$ cat src/hw/rtl/pbrd_pkg.sv
// Shared types and constants of the pulse beat-rate detector.
package pbrd_pkg;

    // Field widths
    localparam int SAMPLE_W  = 12;
    localparam int TIME_W    = 32;
    localparam int CFG_W     = 16;
    localparam int CFG_IDX_W = 3;
    localparam int BASE_W    = 28;
    localparam int AC_W      = 13;
    localparam int DERIV_W   = 14;
    localparam int SQ_W      = 27;
    localparam int ENV_W     = 26;
    localparam int LVL_W     = 35;
    localparam int BPM_W     = 10;
    localparam int DT_W      = 16;
    localparam int RATE_NUM_W = 18;
    localparam int DIV_DEN_W  = 17;

    // Register indexes of the configuration port
    localparam logic [CFG_IDX_W-1:0] REG_BASELINE_ALPHA   = 3'd0;
    localparam logic [CFG_IDX_W-1:0] REG_PEAK_DECAY       = 3'd1;
    localparam logic [CFG_IDX_W-1:0] REG_NOISE_DECAY      = 3'd2;
    localparam logic [CFG_IDX_W-1:0] REG_THRESHOLD_FACTOR = 3'd3;
    localparam logic [CFG_IDX_W-1:0] REG_MIN_BEAT_MS      = 3'd4;
    localparam logic [CFG_IDX_W-1:0] REG_MAX_BEAT_MS      = 3'd5;

    // Register reset values
    localparam logic [CFG_W-1:0] RST_BASELINE_ALPHA   = 16'd65208;
    localparam logic [CFG_W-1:0] RST_PEAK_DECAY       = 16'd65470;
    localparam logic [CFG_W-1:0] RST_NOISE_DECAY      = 16'd65470;
    localparam logic [CFG_W-1:0] RST_THRESHOLD_FACTOR = 16'd32768;
    localparam logic [CFG_W-1:0] RST_MIN_BEAT_MS      = 16'd300;
    localparam logic [CFG_W-1:0] RST_MAX_BEAT_MS      = 16'd2000;

    // Arithmetic constants
    localparam logic [15:0]           ROUND_HALF = 16'h8000;
    localparam logic [16:0]           Q16_ONE    = 17'h10000;
    localparam logic [RATE_NUM_W-1:0] RATE_NUM   = 18'd120000;
    localparam logic [BPM_W-1:0]      BPM_MAX    = 10'd1000;

    // Controller to datapath commands
    typedef struct packed {
        logic load_in;
        logic base;
        logic diff;
        logic sq;
        logic env;
        logic track;
        logic thr;
        logic det;
        logic rate_go;
        logic rate_wait;
        logic hist;
        logic avg_go;
        logic avg_wait;
        logic out_load;
    } pbrd_cmd_t;

    // Datapath to controller status
    typedef struct packed {
        logic div_done;
        logic rate_ok;
    } pbrd_status_t;

endpackage

$ cat src/hw/rtl/pbrd_ctrl.sv
// Controller: sequences one sample through the datapath and owns the handshakes.
module pbrd_ctrl (
    input  logic                   clk,
    input  logic                   rst_n,
    input  logic                   in_valid,
    output logic                   in_ready,
    output logic                   out_valid,
    input  logic                   out_ready,
    input  pbrd_pkg::pbrd_status_t status,
    output pbrd_pkg::pbrd_cmd_t    cmd
);
    typedef enum logic [13:0] {
        ST_IDLE      = 14'h0001,
        ST_BASE      = 14'h0002,
        ST_DIFF      = 14'h0004,
        ST_SQ        = 14'h0008,
        ST_ENV       = 14'h0010,
        ST_TRACK     = 14'h0020,
        ST_THR       = 14'h0040,
        ST_DET       = 14'h0080,
        ST_RATE_GO   = 14'h0100,
        ST_RATE_WAIT = 14'h0200,
        ST_HIST      = 14'h0400,
        ST_AVG_GO    = 14'h0800,
        ST_AVG_WAIT  = 14'h1000,
        ST_EMIT      = 14'h2000
    } state_t;

    state_t state_reg, state_next;
    logic   out_valid_reg, out_valid_next;
    logic   out_free;

    // Next state and commands
    always_comb
    begin
        state_next     = state_reg;
        cmd            = '0;
        in_ready       = 1'b0;
        out_free       = !out_valid_reg || out_ready;
        out_valid_next = out_valid_reg && !out_ready;
        case (state_reg)
            ST_IDLE:
            begin
                in_ready = 1'b1;
                if (in_valid)
                begin
                    cmd.load_in = 1'b1;
                    state_next  = ST_BASE;
                end
            end
            ST_BASE:
            begin
                cmd.base   = 1'b1;
                state_next = ST_DIFF;
            end
            ST_DIFF:
            begin
                cmd.diff   = 1'b1;
                state_next = ST_SQ;
            end
            ST_SQ:
            begin
                cmd.sq     = 1'b1;
                state_next = ST_ENV;
            end
            ST_ENV:
            begin
                cmd.env    = 1'b1;
                state_next = ST_TRACK;
            end
            ST_TRACK:
            begin
                cmd.track  = 1'b1;
                state_next = ST_THR;
            end
            ST_THR:
            begin
                cmd.thr    = 1'b1;
                state_next = ST_DET;
            end
            ST_DET:
            begin
                cmd.det    = 1'b1;
                state_next = status.rate_ok ? ST_RATE_GO : ST_EMIT;
            end
            ST_RATE_GO:
            begin
                cmd.rate_go = 1'b1;
                state_next  = ST_RATE_WAIT;
            end
            ST_RATE_WAIT:
            begin
                cmd.rate_wait = 1'b1;
                if (status.div_done)
                begin
                    state_next = ST_HIST;
                end
            end
            ST_HIST:
            begin
                cmd.hist   = 1'b1;
                state_next = ST_AVG_GO;
            end
            ST_AVG_GO:
            begin
                cmd.avg_go = 1'b1;
                state_next = ST_AVG_WAIT;
            end
            ST_AVG_WAIT:
            begin
                cmd.avg_wait = 1'b1;
                if (status.div_done)
                begin
                    state_next = ST_EMIT;
                end
            end
            ST_EMIT:
            begin
                // Hold the result until the output register frees up
                if (out_free)
                begin
                    cmd.out_load   = 1'b1;
                    out_valid_next = 1'b1;
                    state_next     = ST_IDLE;
                end
            end
            default:
            begin
                state_next = ST_IDLE;
            end
        endcase
    end

    always_ff @(posedge clk or negedge rst_n)
    begin
        if (!rst_n)
        begin
            state_reg     <= ST_IDLE;
            out_valid_reg <= 1'b0;
        end
        else
        begin
            state_reg     <= state_next;
            out_valid_reg <= out_valid_next;
        end
    end

    assign out_valid = out_valid_reg;
endmodule

$ cat config.mk
export PLATFORM = sky130hd
export DESIGN_NAME = pbrd_ctrl
export DESIGN_NICKNAME = d
export VERILOG_FILES = /design/src/hw/rtl/pbrd_pkg.sv /design/src/hw/rtl/pbrd_ctrl.sv
export SDC_FILE = /design/constraint.sdc
export NUM_CORES = 1
export LEC_CHECK = 0
export BUFFER_PORTS_ARGS = -buffer_cell sky130_fd_sc_hd__buf_2
export CAP_MARGIN = 5
export CORE_MARGIN = 2
export CORE_UTILIZATION = 49
export CTS_BUF_LIST = sky130_fd_sc_hd__clkbuf_8
export CTS_CLUSTER_SIZE = 8
export DETAILED_ROUTE_END_ITERATION = 6
export PLACE_DENSITY = 0.76
export SLEW_MARGIN = 30
export SYNTH_ARGS = -nofsm -noshare
export SYNTH_HDL_FRONTEND = slang
export SYNTH_SLANG_ARGS = --single-unit
$ cat constraint.sdc
create_clock -name clk -period 1.84 [get_ports clk]
set_input_delay 0.368 -clock clk [delete_from_list [all_inputs] [get_ports clk]]
set_output_delay 0.368 -clock clk [all_outputs]
set_load 0.005 [all_outputs]
==> results of run 1 <==
cell families (layout without fill, tap and decap cells):
logic type / after synthesis / after routing / share of synthesized area (%)
and+or+nand+nor: 59 / 59 / 39.1
AOI/OAI and AO/OA: 19 / 19 / 12.9
xor gates and xnor gates: 3 / 3 / 2.73
DFF: 15 / 15 / 39.1
buffers and inverters: 13 / 76 / 6.11
cell usage in the layout, fill, tap and decap left out, types with 2 or more instances in the layout:
cell type and n:
nor4_2 2, nor3_2 2, nor4_1 3, a21o_1 2, clkbuf_8 3, nor3_1 3, and2_1 3, inv_1 7
nand2b_1 4, xor2_1 2, dfrtp_2 2, buf_2 21, buf_6 6, dfrtp_1 12, and3_1 2, o211ai_1 2
a21oi_1 5, buf_4 38, nand3b_1 2, and4bb_2 2, o21ai_0 2, nor2_1 10, nand2_2 2, nor4_4 6
nor3_4 2
final timing paths:
check | from | end | slack (ns) | cells after the start
setup / recovery | state_reg[9] | cmd[6] | -0.45 | 6
hold / removal | rst_n | state_reg[7] | 0.02 | 1
setup reg to reg | state_reg[9] | state_reg[13] | -0.11 | 8
hold reg to reg | state_reg[5] | state_reg[7] | 0.59 | 1
max in group asynchronous | rst_n | state_reg[0] | 1.52 | 1
min in group clk | status[1] | state_reg[12] | 0.33 | 2
cell type report:
type / instances / area (um^2)
Multi-Input combinational cell: 81 / 714
Timing Repair Buffer: 66 / 478
Sequential cell: 15 / 379
Fill cell: 92 / 229
Clock buffer: 3 / 41.3
Tap cell: 27 / 33.8
Inverter: 6 / 22.5
Clock inverter: 1 / 3.75
worst max-delay path, stage by stage, from the launching register on:
cell,delay (ns)
dfrtp_2,0.43
nor4_4,0.31
nand2_2,0.09
or4_4,0.47
buf_6,0.14
nor2_4,0.10
buf_2,0.12
per-layer routing:
metal | wire length, um | vias up
met3 | 365 | 14
met2 | 1910 | 95
met4 | 89 | 0
met5 | 0 | -
li1 | - | 524
met1 | 1470 | 599
power by group through the flow:
| stage | clock network, mW | registers [mW] | logic, mW |
|---|---|---|---|
| finish | 0.274 | 0.421 | 1.12 |
| global route | 0.284 | 0.421 | 1.19 |
| CTS | 0.274 | 0.418 | 0.867 |
| detailed placement | 0 | 0.405 | 0.619 |
| global placement | 0 | 0.403 | 0.600 |
| floorplan | 0 | 0.396 | 0.335 |
what timing repair did:
item | in CTS | in global routing
endpoints found under the setup margin | 19 | 22
buffers inserted | 10 | 11
pin swaps | 13 | 14
gates resized for setup | 19 | 19
==> metrics.md, run 1 <==
| Metric | Value |
|---|---|
| Pre-CTS WS | -0.160 ns |
| Max FFs per register | 14 |
| Clk pin slew, worst setup/hold paths | 0.07 ns |
| Slew margin rel. | 76.2% |
| Dpl cell area | 0.00128 mm^2 |
| Max VDD drop | 854 uV |
| Dpl cells | 177 |
| Syn Inst Count | 109 |
| Cell Area, Synth | 962 um^2 |
| Post-Syn Area per Cell | 8.83 um^2 |
| CTS tree | done |
| Chip Height | 48.3 um |
| Worst-path fanout max | 4 |
| Sequential cell area fraction in the yosys report | 39.1% |
| Drt pass-1 iters | 4 |
| Clk buf depth | 2 |
| Met1 global-route usage | 37.3% |
| Final nets | 179 |
| Total number of vias | 1,232 |
| Most used routing layer | met2 |
| Antenna viol nets, final | 0 |
| Crit Path Class | reg2out |
| H-tree levels | 1 |
| NetSw | 0.697 mW |
| Most common cell in the netlist | dfrtp_1 |
| Violated checks | setup timing |
| Synth cell count leaders | dfrtp_1 (14), nor2_1 (11), nor4_1 (9) |
| Final Cycle Share | 124% |
| Switching portion of total power | 38.4% |
| GRT Resource Usage Total | 28.8% |
| Run status | finished with violations |
| Clock Skew | 0.00252 ns |
| WL final | 3840 um |
| Dpl hpwl | 1830 um |
| Arrival time at the worst endpoint | 1.92 ns |
| Power Density | 1090 mW/mm^2 |
| Hold WS | 0.0179 ns |
| Initial antenna violation count | 0 |
| RSZ-0062 raised after global routing | yes |
| Final setup viols | 18 |
| Core Area | 0.00190 mm^2 |
| Gpl congestion | 0.791 |
| Clock share of power | 15.1% |
| Final core occ | 88.0% |
| Synthesized flop and latch total | 15 |
| Number of library cell types mapped by synthesis | 40 |
| Antenna cells | 0 |
| Die Wd | 48.3 um |
| Drt wl/cell | 19.3 um |
| Worst Hold Class | in2async |
| I/O Buffers | 21 |
| Ys flop type | dfrtp_1 |
| Final slew viol count | 0 |
| Iter 0 DRT Violations | 69 |
| WP data required | 1.47 ns |
| Std cell rows | 16 |
| Post-route setup slack | -0.448 ns |
| Setup tns final | -4.58 ns |
| Share of cells above drive strength 1 | 58.7% |
| Starting Density | 50.6% |
| Root Driver | clkbuf_8 |
| Synth area leaders | dfrtp_1 (36%), nor4_1 (5.9%), nor2_1 (4.3%) |
| CTS Buf Count | 3 |
| P&R area growth vs syn | 73.9% |
| Final Critical Period | 2.29 ns |
| Combinational share of power | 61.7% |
| Clk sinks | 15 |
| Largest net degree at the start of global routing | 16 |
| Cell Int Power | 1.12 mW |
| Yosys top cell area share | 36.4% |
| Vias in the first global route | 1,091 |
| MaxCap Viol Count | 0 |
| Ports | 22 |
| Grt ovf | 0 |
| Flop pwr share | 23.2% |
| Non-filler cells, final | 199 |
| Maximum clock rate | 437 MHz |
| Worst-margin pin slew | 0.357 ns |
| Fin area | 0.00167 mm^2 |
| DRC violations left | 0 |
| Mapped Nets | 115 |
| Total power | 1.82 mW |
| First-pass GRT wire length | 5210 um |
| Final hold viol count | 0 |
| Leakage | 0.814 nW |
| Die Area | 0.00233 mm^2 |
| Dominant cell type by area after synthesis | dfrtp_1 |
| CTS Hold Buffers Added | 0 |
| Grt met2 use | 48.4% |
| Clock latency on the worst-skew pair | 0.25 ns |
| Drt via density | 6.19 |
| Worst Setup End Kind | primary output |
| Critical Path Start Type | register |
| Number of flops mapped to enable cells by yosys | 0 |
| Synthesis warning total | 0 |
| GR Layer Usage met3 | 4.94% |
| Ys async rst share | 100% |
No activity file was read; power rests on OpenSTA's default activity.
==> run 2: changes to the inputs <==
--- a/config.mk
+++ b/config.mk
@@ -12,6 +12,7 @@
 export CTS_BUF_LIST = sky130_fd_sc_hd__clkbuf_8
 export CTS_CLUSTER_SIZE = 8
 export DETAILED_ROUTE_END_ITERATION = 6
+export GPL_TIMING_DRIVEN = 0
 export PLACE_DENSITY = 0.76
 export SLEW_MARGIN = 30
 export SYNTH_ARGS = -nofsm -noshare
==> metrics.md, run 2 (synthesized netlist as in run 1, its figures left out) <==
| Metric | Value |
|---|---|
| Run status | finished with violations |
| Violated checks | setup timing |
| Iter 0 DRT Violations | 40 (-42%) |
| Final slew viol count | 0 (unchanged) |
| Final Cycle Share | 138% (+14 points) |
| Cell Int Power | 0.899 mW (-20%) |
| P&R area growth vs syn | 61.9% |
| Max FFs per register | 14 (unchanged) |
| RSZ-0062 raised after global routing | yes |
| Most frequent cells in the layout | buf_4 (28), buf_2 (21), nor2_1 (8) |
| Hold WS | 0.0108 ns (-0.00706 ns) |
| Final Critical Period | 2.54 ns (+0.249 ns) |
| I/O Buffers | 21 (unchanged) |
| Grt met2 use | 50.2% (+1.9 points) |
| Gpl congestion | 0.802 (+1.4%) |
| Root Driver | clkbuf_8 |
| Clk sinks | 15 (unchanged) |
| Fin area | 0.00156 mm^2 (-6.9%) |
| Antenna cells | 0 (unchanged) |
| Clock share of power | 18.2% (+3.1 points) |
| GR Layer Usage met3 | 4.01% (-0.93 points) |
| Final core occ | 81.9% (-6.1 points) |
| Crit path launch | state_reg[11] |
| Die Area | 0.00233 mm^2 (unchanged) |
| Worst-path fanout max | 5 (+1) |
| GRT Resource Usage Total | 27.4% (-1.3 points) |
| Arrival time at the worst endpoint | 2.17 ns (+0.25 ns) |
| Critical path capture point | cmd[7] |
| Core Area | 0.00190 mm^2 (unchanged) |
| Crit Path Class | reg2out |
| Max VDD drop | 694 uV (-19%) |
| Std cell rows | 16 (unchanged) |
| Grt ovf | 0 (unchanged) |
| Total power | 1.54 mW (-15%) |
| Largest net degree at the start of global routing | 16 (unchanged) |
| Initial antenna violation count | 0 (unchanged) |
| Combinational share of power | 54.5% (-7.2 points) |
| First-pass GRT wire length | 5090 um (-2.2%) |
| Dpl hpwl | 1630 um (-11%) |
| H-tree levels | 1 (unchanged) |
| Chip Height | 48.3 um (unchanged) |
| Starting Density | 50.6% (unchanged) |
| Clock Skew | 0.00756 ns (+0.00504 ns) |
| WP data required | 1.47 ns (about the same) |
| CTS Hold Buffers Added | 0 (unchanged) |
| Non-filler cells, final | 190 (-4.5%) |
| Flop pwr share | 27.3% (+4.1 points) |
| Leakage | 0.733 nW (-10%) |
| Switching portion of total power | 41.4% (+3.0 points) |
| Ports | 22 (unchanged) |
| Clk pin slew, worst setup/hold paths | 0.07 ns (about the same) |
| Critical Path Start Type | register |
| Reg2Reg Depth | 6 (-2) |
| Final setup viols | 23 (+5) |
| Final nets | 170 (-5.0%) |
| Worst R2R Start | state_reg[11] |
| Die Wd | 48.3 um (unchanged) |
| Share of cells above drive strength 1 | 55.8% (-2.9 points) |
| MaxCap Viol Count | 0 (unchanged) |
| Drt wl/cell | 19.7 um (+2.1%) |
| CTS tree | done |
| Worst Hold Class | in2async |
| DRC violations left | 0 (unchanged) |
| Worst R2R Setup Slack | -0.32 ns (-0.21 ns) |
| Antenna viol nets, final | 0 (unchanged) |
| WL final | 3740 um (-2.6%) |
| Most used routing layer | met2 |
| Setup tns final | -7.57 ns (-3.00 ns) |
| Worst Setup End Kind | primary output |
| Most common cell after layout, fill and taps aside | buf_4 |
| R2r endpoint | state_reg[7] |
| Drt pass-1 iters | 4 (unchanged) |
| Power Density | 985 mW/mm^2 (-9.2%) |
| Clk buf depth | 2 (unchanged) |
| Clock latency on the worst-skew pair | 0.26 ns (about the same) |
| Dpl cells | 157 (-11%) |
| Dpl cell area | 0.00111 mm^2 (-13%) |
| Met1 global-route usage | 32.1% (-5.2 points) |
| Final hold viol count | 0 (unchanged) |
| Maximum clock rate | 394 MHz (-9.8%) |
| Post-route setup slack | -0.698 ns (-0.249 ns) |
| Slew margin rel. | 44.9% (-31 points) |
| Vias in the first global route | 1,114 (+2.1%) |
| NetSw | 0.636 mW (-8.7%) |
| Worst-margin pin slew | 0.827 ns (+0.469 ns) |
| CTS Buf Count | 3 (unchanged) |
| Pre-CTS WS | -0.433 ns (-0.273 ns) |
| Total number of vias | 1,178 (-4.4%) |
| Drt via density | 6.20 (+0.15%) |
-- run 2: cell count changes in the layout (fill, tap and decap cells not counted), moves of 2 or more --
cell      change
buf_4        -10
nand2_1       +2
buf_6         -2
dfrtp_2       +5
clkbuf_1      +3
nor2_2        +2
nor2_1        -2
dfrtp_1       -5
-- run 2: repair_timing --
action | 4_1_cts | 5_1_grt
endpoints found under the setup margin | 18 | 26
pin swaps | 22 | 12
resized for setup | 19 | 18
buffers inserted | 25 | 10
-- run 2: worst min-delay path by stage --
stage	start	slack (ns)	end	cells after the start
final	rst_n	0.01	state_reg[8]	1
after global routing	rst_n	0.04	state_reg[12]	1
after CTS	rst_n	0.03	state_reg[8]	1
after detailed placement	rst_n	0.30	state_reg[6]	1
after global placement	rst_n	0.30	state_reg[5]	1
after floorplan	rst_n	0.07	out_valid	0
-- run 2: power by group through the flow --
stage	clock, mW	combinational, mW	sequential [mW]
final	0.279	0.836	0.419
after global routing	0.295	0.883	0.420
after CTS	0.275	0.677	0.408
after detailed placement	0	0.456	0.405
after global placement	0	0.439	0.402
after floorplan	0	0.335	0.396
-- run 2: worst max-delay path, cell delays in order, from the launching register on --
cell     delay [ns]
dfrtp_2        0.46
nor4_4         0.34
nand2_2        0.12
buf_6          0.13
or4_4          0.57
nor4_4         0.14
buf_2          0.15
-- run 2: per-layer routing --
layer  part of all wire, %  routed length (um)
met3                   6.3                 235
met5                     0                   0
met2                    50                1890
met4                   6.4                 239
met1                    37                1380
-- run 2: final cells by class --
| cell class | count | area [um^2] |
|---|---|---|
| clock buffer | 3 | 41.3 |
| clock inverter | 1 | 3.75 |
| multi-input combinational | 81 | 684 |
| fill | 121 | 344 |
| inverter | 6 | 22.5 |
| buffer | 4 | 22.5 |
| timing repair buffer | 53 | 364 |
| tap | 27 | 33.8 |
| sequential | 15 | 385 |
